<file path="config.mk">
export PLATFORM = sky130hd
export DESIGN_NAME = pcg32_bounded_random_core_flat
export DESIGN_NICKNAME = d
export VERILOG_FILES = /design/src/pcg_pkg.sv /design/src/pcg_if.sv /design/src/pcg32_bounded_random_core.sv /design/src/flat_wrapper.sv
export SDC_FILE = /design/constraint.sdc
export NUM_CORES = 2
export LEC_CHECK = 0
export BUFFER_PORTS_ARGS = -buffer_cell sky130_fd_sc_hd__buf_2
export CORE_ASPECT_RATIO = 1.75
export CORE_MARGIN = 4
export CORE_UTILIZATION = 36
export CTS_CLUSTER_DIAMETER = 120
export CTS_CLUSTER_SIZE = 28
export DETAILED_ROUTE_END_ITERATION = 10
export RECOVER_POWER = 25
export REMOVE_ABC_BUFFERS = 1
export SLEW_MARGIN = 20
export SYNTH_ARGS = -nofsm -noshare
export SYNTH_HDL_FRONTEND = slang
export SYNTH_SLANG_ARGS = --single-unit
</file>
<file path="constraint.sdc">
create_clock -name clk -period 9.2 [get_ports clk]
set_clock_uncertainty 0.2 [all_clocks]
set_input_delay 0.92 -clock clk [delete_from_list [all_inputs] [get_ports clk]]
set_output_delay 0.92 -clock clk [all_outputs]
set_load 0.01 [all_outputs]
</file>
<file path="src/pcg_pkg.sv">
// Shared widths, constants and the output permutation of the bounded random generator.
package pcg_pkg;

  localparam int RANGE_W = 31;
  localparam int WORD_W  = 32;
  localparam int STATE_W = 64;

  // The divider walks one dividend bit per cycle over a 33-bit dividend,
  // which is wide enough for 2^32 as well as for any 32-bit word.
  localparam int DIV_STEPS = WORD_W + 1;
  localparam int DIV_CNT_W = $clog2(DIV_STEPS);

  localparam logic [STATE_W-1:0] PCG_MULT = 64'd6364136223846793005;

  localparam int XSH_SHIFT  = 18;
  localparam int XSH_DROP   = 27;
  localparam int ROT_OFFSET = 59;

  // XSH RR output word taken from the state before a step.
  function automatic logic [WORD_W-1:0] xsh_rr(input logic [STATE_W-1:0] prev);
    logic [STATE_W-1:0]  folded;
    logic [WORD_W-1:0]   mixed;
    logic [4:0]          amount;
    logic [2*WORD_W-1:0] doubled;
    folded  = ((prev >> XSH_SHIFT) ^ prev) >> XSH_DROP;
    mixed   = folded[WORD_W-1:0];
    amount  = prev[ROT_OFFSET+4:ROT_OFFSET];
    doubled = {mixed, mixed} >> amount;
    return doubled[WORD_W-1:0];
  endfunction

endpackage

</file>
<file path="src/pcg_if.sv">
// Valid/ready channel interfaces for the request, result and configuration ports.
interface pcg_in_if import pcg_pkg::*; ();
  logic               valid;
  logic               ready;
  logic [RANGE_W-1:0] range_count;
  modport source (output valid, output range_count, input ready);
  modport sink   (input valid, input range_count, output ready);
  modport mon    (input valid, input range_count, input ready);
endinterface

interface pcg_out_if import pcg_pkg::*; ();
  logic               valid;
  logic               ready;
  logic [RANGE_W-1:0] chosen_value;
  modport source (output valid, output chosen_value, input ready);
  modport sink   (input valid, input chosen_value, output ready);
  modport mon    (input valid, input chosen_value, input ready);
endinterface

interface pcg_cfg_if import pcg_pkg::*; ();
  logic               valid;
  logic               ready;
  logic [STATE_W-1:0] stream_increment;
  modport source (output valid, output stream_increment, input ready);
  modport sink   (input valid, input stream_increment, output ready);
  modport mon    (input valid, input stream_increment, input ready);
endinterface

</file>
<file path="src/pcg32_bounded_random_core.sv">
// Bounded uniform random source: PCG32 XSH RR generator with rejection and modulo reduction.
//
// Usage: a transaction on in_ch carries range_count n and asks for one value drawn
// uniformly from 0 to n-1; that value leaves as one transaction on out_ch. The
// stream increment is written through cfg_ch, which is always ready, and must only be
// written while no request is in flight.
// Operation: a request of n = 0 yields zero without stepping the generator. Otherwise
// the shared restoring divider first forms 2^32 mod n, then each generator step runs
// through states MUL0 to MUL3 on the shared 32x32 multiplier, and a rejected word costs
// another step. The accepted word is reduced by a second pass through the divider,
// and the block handles one request at a time.
// Reset: the generator state and the stream increment return to zero and any result
// waiting in the output register is dropped.
// Stalls: the result sits in an output register, so a new request is accepted while a
// finished result still waits; a second finished result waits in its final state
// until the output register frees up.
module pcg32_bounded_random_core
  import pcg_pkg::*;
(
  input  logic     clk,
  input  logic     rst_n,
  pcg_in_if.sink   in_ch,
  pcg_out_if.source out_ch,
  pcg_cfg_if.sink  cfg_ch
);

  typedef enum logic [2:0] {
    ST_IDLE,
    ST_LIMIT,
    ST_MUL0,
    ST_MUL1,
    ST_MUL2,
    ST_MUL3,
    ST_MOD,
    ST_DONE
  } state_t;

  state_t               state_r;
  logic [STATE_W-1:0]   inc_r;
  logic [STATE_W-1:0]   gen_r;
  logic [STATE_W-1:0]   prod_r;
  logic [STATE_W-1:0]   acc_r;
  logic [RANGE_W-1:0]   n_r;
  logic [WORD_W-1:0]    limit_r;
  logic [WORD_W-1:0]    word_r;
  logic [RANGE_W-1:0]   rem_r;
  logic [DIV_STEPS-1:0] dvd_r;
  logic [DIV_CNT_W-1:0] cnt_r;
  logic [RANGE_W-1:0]   res_r;
  logic                 out_valid_r;
  logic [RANGE_W-1:0]   out_data_r;

  // Shared restoring divider step: bring in one dividend bit, subtract n if it fits.
  logic [WORD_W-1:0]    trial;
  logic [WORD_W:0]      diff;
  logic [RANGE_W-1:0]   rem_nxt;

  // Shared multiplier: the low 64 bits of the LCG product are built from three
  // 32x32 partial products, one per cycle.
  logic [WORD_W-1:0]    mul_a;
  logic [WORD_W-1:0]    mul_b;
  logic [STATE_W-1:0]   mul_p;

  logic                 in_acc;
  logic                 out_acc;
  logic                 out_load;

  assign trial   = {rem_r, dvd_r[DIV_STEPS-1]};
  assign diff    = {1'b0, trial} - {2'b00, n_r};
  assign rem_nxt = diff[WORD_W] ? trial[RANGE_W-1:0] : diff[RANGE_W-1:0];

  always_comb begin
    mul_a = gen_r[WORD_W-1:0];
    mul_b = PCG_MULT[WORD_W-1:0];
    case (state_r)
      ST_MUL1: mul_b = PCG_MULT[STATE_W-1:WORD_W];
      ST_MUL2: mul_a = gen_r[STATE_W-1:WORD_W];
      default: ;
    endcase
  end

  assign mul_p = STATE_W'(mul_a) * STATE_W'(mul_b);

  assign in_ch.ready         = (state_r == ST_IDLE);
  assign in_acc              = in_ch.valid && in_ch.ready;
  assign out_acc             = out_valid_r && out_ch.ready;
  // A finished result moves into the output register once that register is free or
  // is being emptied in the same cycle.
  assign out_load            = (state_r == ST_DONE) && (!out_valid_r || out_ch.ready);
  assign out_ch.valid        = out_valid_r;
  assign out_ch.chosen_value = out_data_r;
  assign cfg_ch.ready        = 1'b1;

  always_ff @(posedge clk) begin
    if (!rst_n) begin
      state_r     <= ST_IDLE;
      out_valid_r <= 1'b0;
      inc_r       <= '0;
      gen_r       <= '0;
    end else begin
      if (cfg_ch.valid) begin
        inc_r <= cfg_ch.stream_increment;
      end
      if (out_load) begin
        out_valid_r <= 1'b1;
      end else if (out_acc) begin
        out_valid_r <= 1'b0;
      end
      unique case (state_r)
        ST_IDLE: begin
          if (in_acc) begin
            n_r   <= in_ch.range_count;
            rem_r <= '0;
            dvd_r <= {1'b1, {WORD_W{1'b0}}};
            cnt_r <= DIV_CNT_W'(DIV_STEPS - 1);
            if (in_ch.range_count == '0) begin
              // A zero range has no meaning: return zero, leave the generator alone.
              res_r   <= '0;
              state_r <= ST_DONE;
            end else begin
              state_r <= ST_LIMIT;
            end
          end
        end
        ST_LIMIT: begin
          rem_r <= rem_nxt;
          dvd_r <= dvd_r << 1;
          cnt_r <= cnt_r - 1'b1;
          if (cnt_r == '0) begin
            // Largest word that keeps the draw unbiased: 2^32 - 1 - (2^32 mod n).
            limit_r <= {WORD_W{1'b1}} - {1'b0, rem_nxt};
            state_r <= ST_MUL0;
          end
        end
        ST_MUL0: begin
          prod_r  <= mul_p;
          word_r  <= xsh_rr(gen_r);
          state_r <= ST_MUL1;
        end
        ST_MUL1: begin
          acc_r   <= prod_r + (inc_r | STATE_W'(1));
          prod_r  <= mul_p;
          state_r <= ST_MUL2;
        end
        ST_MUL2: begin
          acc_r   <= acc_r + {prod_r[WORD_W-1:0], {WORD_W{1'b0}}};
          prod_r  <= mul_p;
          state_r <= ST_MUL3;
        end
        ST_MUL3: begin
          gen_r <= acc_r + {prod_r[WORD_W-1:0], {WORD_W{1'b0}}};
          if (word_r > limit_r) begin
            state_r <= ST_MUL0;
          end else begin
            rem_r   <= '0;
            dvd_r   <= {1'b0, word_r};
            cnt_r   <= DIV_CNT_W'(DIV_STEPS - 1);
            state_r <= ST_MOD;
          end
        end
        ST_MOD: begin
          rem_r <= rem_nxt;
          dvd_r <= dvd_r << 1;
          cnt_r <= cnt_r - 1'b1;
          if (cnt_r == '0) begin
            res_r   <= rem_nxt;
            state_r <= ST_DONE;
          end
        end
        ST_DONE: begin
          if (out_load) begin
            out_data_r  <= res_r;
            state_r     <= ST_IDLE;
          end
        end
        default: state_r <= ST_IDLE;
      endcase
    end
  end

endmodule

</file>
<file path="src/flat_wrapper.sv">
// flat-port wrapper written by rule: the top's interface ports become plain ports
module pcg32_bounded_random_core_flat import pcg_pkg::*;
  (clk, rst_n, in_ch_valid, in_ch_range_count, in_ch_ready, out_ch_valid, out_ch_chosen_value, out_ch_ready, cfg_ch_valid, cfg_ch_stream_increment, cfg_ch_ready);
  pcg_in_if in_ch_i ();
  pcg_out_if out_ch_i ();
  pcg_cfg_if cfg_ch_i ();
  input  logic clk;
  input  logic rst_n;
  input wire logic [$bits(in_ch_i.valid)-1:0] in_ch_valid;
  input wire logic [$bits(in_ch_i.range_count)-1:0] in_ch_range_count;
  output wire logic [$bits(in_ch_i.ready)-1:0] in_ch_ready;
  output wire logic [$bits(out_ch_i.valid)-1:0] out_ch_valid;
  output wire logic [$bits(out_ch_i.chosen_value)-1:0] out_ch_chosen_value;
  input wire logic [$bits(out_ch_i.ready)-1:0] out_ch_ready;
  input wire logic [$bits(cfg_ch_i.valid)-1:0] cfg_ch_valid;
  input wire logic [$bits(cfg_ch_i.stream_increment)-1:0] cfg_ch_stream_increment;
  output wire logic [$bits(cfg_ch_i.ready)-1:0] cfg_ch_ready;
  assign in_ch_i.valid = in_ch_valid;
  assign in_ch_i.range_count = in_ch_range_count;
  assign in_ch_ready = in_ch_i.ready;
  assign out_ch_valid = out_ch_i.valid;
  assign out_ch_chosen_value = out_ch_i.chosen_value;
  assign out_ch_i.ready = out_ch_ready;
  assign cfg_ch_i.valid = cfg_ch_valid;
  assign cfg_ch_i.stream_increment = cfg_ch_stream_increment;
  assign cfg_ch_ready = cfg_ch_i.ready;
  pcg32_bounded_random_core u_core (.clk(clk), .rst_n(rst_n), .in_ch(in_ch_i), .out_ch(out_ch_i), .cfg_ch(cfg_ch_i));
endmodule
</file>
======== After elaboration in Yosys (flattened, before gate mapping) ========
Index checks and enable logic that the tools add are counted.
storage, ports and cells
  logic and storage cells ................. 85
  bits of input ports ..................... 100
  output and inout port bits .............. 34
  register bits after elaboration ......... 487
operators by class
  reductions and logical operators ........ 23
  bitwise logic cells ..................... 1
  eq/ne operators ......................... 13
  $mul .................................... 1
  magnitude comparators ................... 1
  shift-type cells ........................ 1
  add/subtract/negate cells ............... 5
  mux-type cells .......................... 26
operators with widths
  kind                                                 number
  two-way mux 31 bit                                   6
  adder 64 bit                                         2
  case mux 64 bit (2 select lines)                     1
  case mux 33 bit (3 select lines)                     1
  case mux 31 bit (3 select lines)                     1
  two-way mux 33 bit                                   2
  right shift 64 x 5 -> 32 bit                         1
  multiplier 32 x 31 -> 63 bit                         1
  case mux 31 bit (2 select lines)                     1
  XOR 46 x 59 -> 59 bit                                1
  subtractor 32 x 31 -> 33 bit                         1
  > comparator 32 bit                                  1
  two-way mux 32 bit                                   1
  subtractor 32 x 31 -> 32 bit (first input constant)  1
  logical NOT 31 bit                                   1
  two-way mux 29 bit                                   1
  case mux 3 bit (8 select lines)                      1
  two-way mux 3 bit                                    6
  case mux 6 bit (3 select lines)                      1
  == test 3 bit (second input constant)                4
  two-way mux 6 bit                                    2
  AND reduction 3 bit                                  3
  AND reduction 4 bit                                  2
  == test 3 x 2 -> 1 bit (second input constant)       2
  other kinds (16)                                     27

======== Depth between registers and ports, before layout ========
  depth in word-level cells ............... 5
  depth in mapped cells ................... 36
  depth with buffers taken out ............ 34

======== Worst setup path after synthesis ========
OpenSTA, ideal clock, no wires.
  kind .................................... register to register
  start point ............................. register u_core.state_r[2]
  end point ............................... register u_core.prod_r[61], data pin
  arrival time ............................ 8.694 ns
  data required time ...................... 8.742 ns
  slack ................................... 0.048 ns
  period minus slack after synthesis ...... 9.152 ns
  path buffers ............................ 3
  library setup time ...................... 0.258 ns
  cell stages (with the launch flop) ...... 32
  cells stage by stage .................... dfxtp_1 -> buf_2 -> clkinv_1 -> nor3_1 -> clkbuf_1 -> clkbuf_1 -> nand2_1 -> nand2_1 -> inv_1 -> nor2_1 -> inv_1 -> fa_1 -> fa_1 -> fa_1 -> fa_1 -> inv_1 -> fa_1 -> fa_1 -> fa_1 -> fa_1 -> ha_1 -> a21o_1 -> a21o_1 -> a221oi_2 -> o221ai_2 -> o31ai_2 -> a21oi_2 -> o32a_4 -> nand2b_4 -> a41oi_4 -> a211oi_2 -> xnor2_1
between the ends
  word-level cells in the longest chain between the ends .. 3
  elaborated cells between the ends (all ways) .. 5
  classes of those cells .................. 1 x mul; 2 x eq/ne; 2 x mux
ends and longest elaborated chain
  item                                                      RTL line                          text
  start, declared                                           pcg32_bounded_random_core.sv:38   state_t state_r;
  start signal, assigned                                    pcg32_bounded_random_core.sv:96   state_r <= ST_IDLE;
  start signal, assigned                                    pcg32_bounded_random_core.sv:119  state_r <= ST_DONE;
  start signal, assigned                                    pcg32_bounded_random_core.sv:121  state_r <= ST_LIMIT;
  == test 3 bit or == test 3 x 2 -> 1 bit (tied branches)   pcg32_bounded_random_core.sv:75   case (state_r)
  two-way mux 32 bit or two-way mux 29 bit (tied branches)  pcg32_bounded_random_core.sv:75
  multiplier 32 x 31 -> 63 bit (*)                          pcg32_bounded_random_core.sv:82   assign mul_p = STATE_W'(mul_a) * STATE_W'(mul_b);
  net u_core.mul_p[61]                                      pcg32_bounded_random_core.sv:62   logic [STATE_W-1:0] mul_p;
  end signal, assigned                                      pcg32_bounded_random_core.sv:136  prod_r <= mul_p;
  end signal, assigned                                      pcg32_bounded_random_core.sv:142  prod_r <= mul_p;
  end signal, assigned                                      pcg32_bounded_random_core.sv:147  prod_r <= mul_p;
  end, declared                                             pcg32_bounded_random_core.sv:41   logic [STATE_W-1:0] prod_r;
The timed path passes the listed nets; every way through them passes the cells marked *.
A chain may end at the register's enable or synchronous reset.

======== Final worst setup path ========
Same ends and word-level chain as after synthesis.

==> results.md <==
- Status: finished, violations left
- Failing checks: capacitance limit, slew limit
- Dpl ws: -23.6 ps
- CTS sink cnt: 484
- Crit path launch: u_core.state_r[2]
- Worst Setup Path Type: flip-flop to flip-flop
- Slowest stage delay, CP: 570 ps
- Setup crit start kind: flip-flop
- Clock H-tree levels: 1
- Ant. Diodes: 0
- Maximum VDD drop: 0.000410 V
- First-pass GRT wire length: 239000 um
- Dpl hpwl: 137000 um
- Max Cap Viol: 1
- Post-synth EDFFs: 353
- Syn Area/Cell: 9.97 sq um
- Maximum clock insertion buffer count: 3
- Max-slew violations: 51
- # IOs: 134
- Mapped Area: 49100 sq um
- Dpl cells: 6925
- Initial core utilization: 36.2%
- Largest net degree at the start of global routing: 93
- Synth top area share: 21.9%
- CTS root buffer: clkbuf_16
- Vias in the first global route: 38700
- Slowest-stage cell, CP: fa_1
- Initial drt markers: 1877
- Pwr Density: 342 nW/um^2
- CTS tree: done
- Final Critical Period: 8960 ps
- Gr ovfl total: 0
- Most frequent cells in the layout: inv_1, ha_1, fa_1, nor2_1, nand2_1
- Worst Slack Setup Final: 240 ps
- CP Capture Type: flip-flop
- Top post-synthesis cells by area: fa_1, edfxtp_1, ha_1
- Nets: 6355
- Worst r2r src: u_core.state_r[2]
- Worst-Margin Slew: 2210 ps
- Post-Syn Instances: 4921
- DIE AREA: 143000 sq um
- Post-synth ARST share: 0%
- Layout cells sized above 1: 9.02%
- Rows: 179
- Fmax: 112 MHz
- Die W: 287 um
- R2R setup slack: 240 ps
- Area Overhead vs Synth: 10.0%
- Period utilization: 97.4%
- Via count: 35900
- WL final: 159000 um
- GP Congestion: 0.999
- CP Data Required Time: 9390 ps
- Clk slew on worst S/H paths: 110 ps
- Tot GR Track Use: 22.4%
- Endpoints failing setup: 0
- Hold Vio Cnt, Final: 0
- RR Endpoint: u_core.prod_r[61]
- Mean routed wirelength per cell: 22.9 um
- Pwr Total: 18.5 mW
- Post-route DRC: 0
- TritonCTS Buffers: 23
- IO buf count: 131
- Adder-cell share of the synthesized area: 36.5%
- Register bit count reported by yosys: 484
- Worst-path maximum fanout: 17
- Worst Hold Class: flip-flop to flip-flop
- Final Non-Filler Cells: 6974
- Mux cell area share after synthesis: 3.89%
- Slew headroom: -47.5%
- R2R cell count: 29
- Unique masters post-synth: 93
- Simple-Gate Fraction of Synth Area: 10.5%
- Largest family of logic cells by synthesized area: adder cells
- Worst-Skew Late Latency: 670 ps
- XOR/XNOR Fraction of Synth Area: 3.28%
- Die height: 496 um
- Initial antenna violation count: 11
- Critical Path End: u_core.prod_r[61]
- Remaining antenna violation count after routing: 0
- Synth Area in Compound Gates: 11.3%
- Arr. time, crit path: 9150 ps
- Lkg Pwr: 26.3 nW
- Core area: 136000 sq um
- First-pass detailed-route iteration total: 6
- Most common cell after layout, fill and taps aside: inv_1
- Cell taking the most area after synthesis: fa_1
- Register area share after synthesis: 26.9%
- Synth Flop Type: edfxtp_1
- Via/cell ratio: 5.15
- YS warnings: 0
- Hold Buf Count CTS: 0
- CP most frequent cell: fa_1
## per-stage QoR
step           hold WS [ps]  TNS (ps)  cell area, sq um  util [%]
4_1_cts                 204         0             53900      39.7
3_5_place_dp            206     -42.4             53100      39.1
5_1_grt                 215     -39.7             54000      39.8
3_3_place_gp            201     -27.0             53100      39.1
2_1_floorplan           200   -265730             48600         -
6_report                196         0             54000      39.8
## critical path: cells and delay by family, from the launching register on
| kind | cells | cell delay (ps) |
|---|---|---|
| buf+inv | 6 | 810 |
| simple gates | 5 | 1170 |
| xor+xnor | 1 | 130 |
| fa+ha+maj | 9 | 4310 |
| compound gates | 7 | 1560 |
| mux | 1 | 150 |
| flops | 1 | 360 |
## cells in the mapped netlist, drive strengths merged, types with 13 or more instances
| master | instances |
|---|---|
| xnor2 | 110 |
| nor2b | 94 |
| dfxtp | 131 |
| a22o | 31 |
| inv | 827 |
| o21a | 25 |
| clkbuf | 116 |
| o21bai | 25 |
| xor2 | 74 |
| mux2i | 132 |
| buf | 35 |
| nand2b | 26 |
| o21ai | 207 |
| ha | 570 |
| mux2 | 22 |
| a31oi | 28 |
| nor3 | 43 |
| a211oi | 24 |
| nand2 | 395 |
| and3 | 27 |
| a21oi | 225 |
| nor2 | 402 |
| nand3 | 43 |
| nor4 | 13 |
| a21o | 120 |
| nand4 | 35 |
| fa | 538 |
| a21boi | 68 |
| edfxtp | 353 |
| mux4 | 14 |
| and2 | 23 |
## worst min-delay path by stage
stage	start	endpoint	slack, ps	cells past startpoint
final	u_core.res_r[21]	u_core.out_ch.chosen_value[21]	200	0
after floorplan	u_core.res_r[0]	u_core.out_ch.chosen_value[0]	200	0
after detailed placement	u_core.res_r[8]	u_core.out_ch.chosen_value[8]	210	0
after global routing	in_ch_range_count[22]	u_core.n_r[22]	220	1
after global placement	u_core.res_r[4]	u_core.out_ch.chosen_value[4]	200	0
after CTS	in_ch_range_count[22]	u_core.n_r[22]	200	1
## sequential cells by signal, indices dropped and copies added, names as in the netlist, 32 cells and up
| register | count |
|---|---|
| u_core.word_r | 32 |
| u_core.gen_r | 64 |
| u_core.prod_r | 63 |
| u_core.dvd_r | 33 |
| u_core.acc_r | 64 |
| u_core.inc_r | 63 |
## repair_timing
action | CTS | global route
setup endpoints to repair | 7 | 17
endpoints found under the hold margin | 0 | 0
cloned | 0 | 0
buffers inserted | 2 | 5
pin swaps | 0 | 5
gates resized for setup | 1 | 43
## power by group
| part | total (mW) | switching (mW) | internal, mW |
|---|---|---|---|
| registers | 3.60 | 0.320 | 3.28 |
| clock network | 1.29 | 0.773 | 0.514 |
| logic | 13.6 | 8.25 | 5.32 |
## routing by layer
layer | GRT usage (%) | up-vias | share of wire [%]
li1 | - | 16800 | -
met1 | 22.5 | 17800 | 35
met2 | 43.0 | 925 | 53
met3 | 1.59 | 430 | 2.8
met4 | 16.8 | 0 | 9.4
met5 | 0 | - | 0
## kinds of logic after synthesis
logic type / after synthesis
AOI/OAI and AO/OA: 841
xor gates and xnor gates: 184
adders and majority gates: 1108
buffers and inverters: 988
DFF: 484
muxes: 168
other: 2
and+or+nand+nor: 1146
## cell type report
cell class / instances / area, sq um
multi-input combinational: 3479 / 32400
tap: 1810 / 2260
clock buffer: 35 / 642
sequential: 484 / 13200
fill: 13600 / 81700
clock inverter: 7 / 111
timing repair buffer: 322 / 2180
inverter: 837 / 3150
No activity file was read; power rests on OpenSTA's default activity.
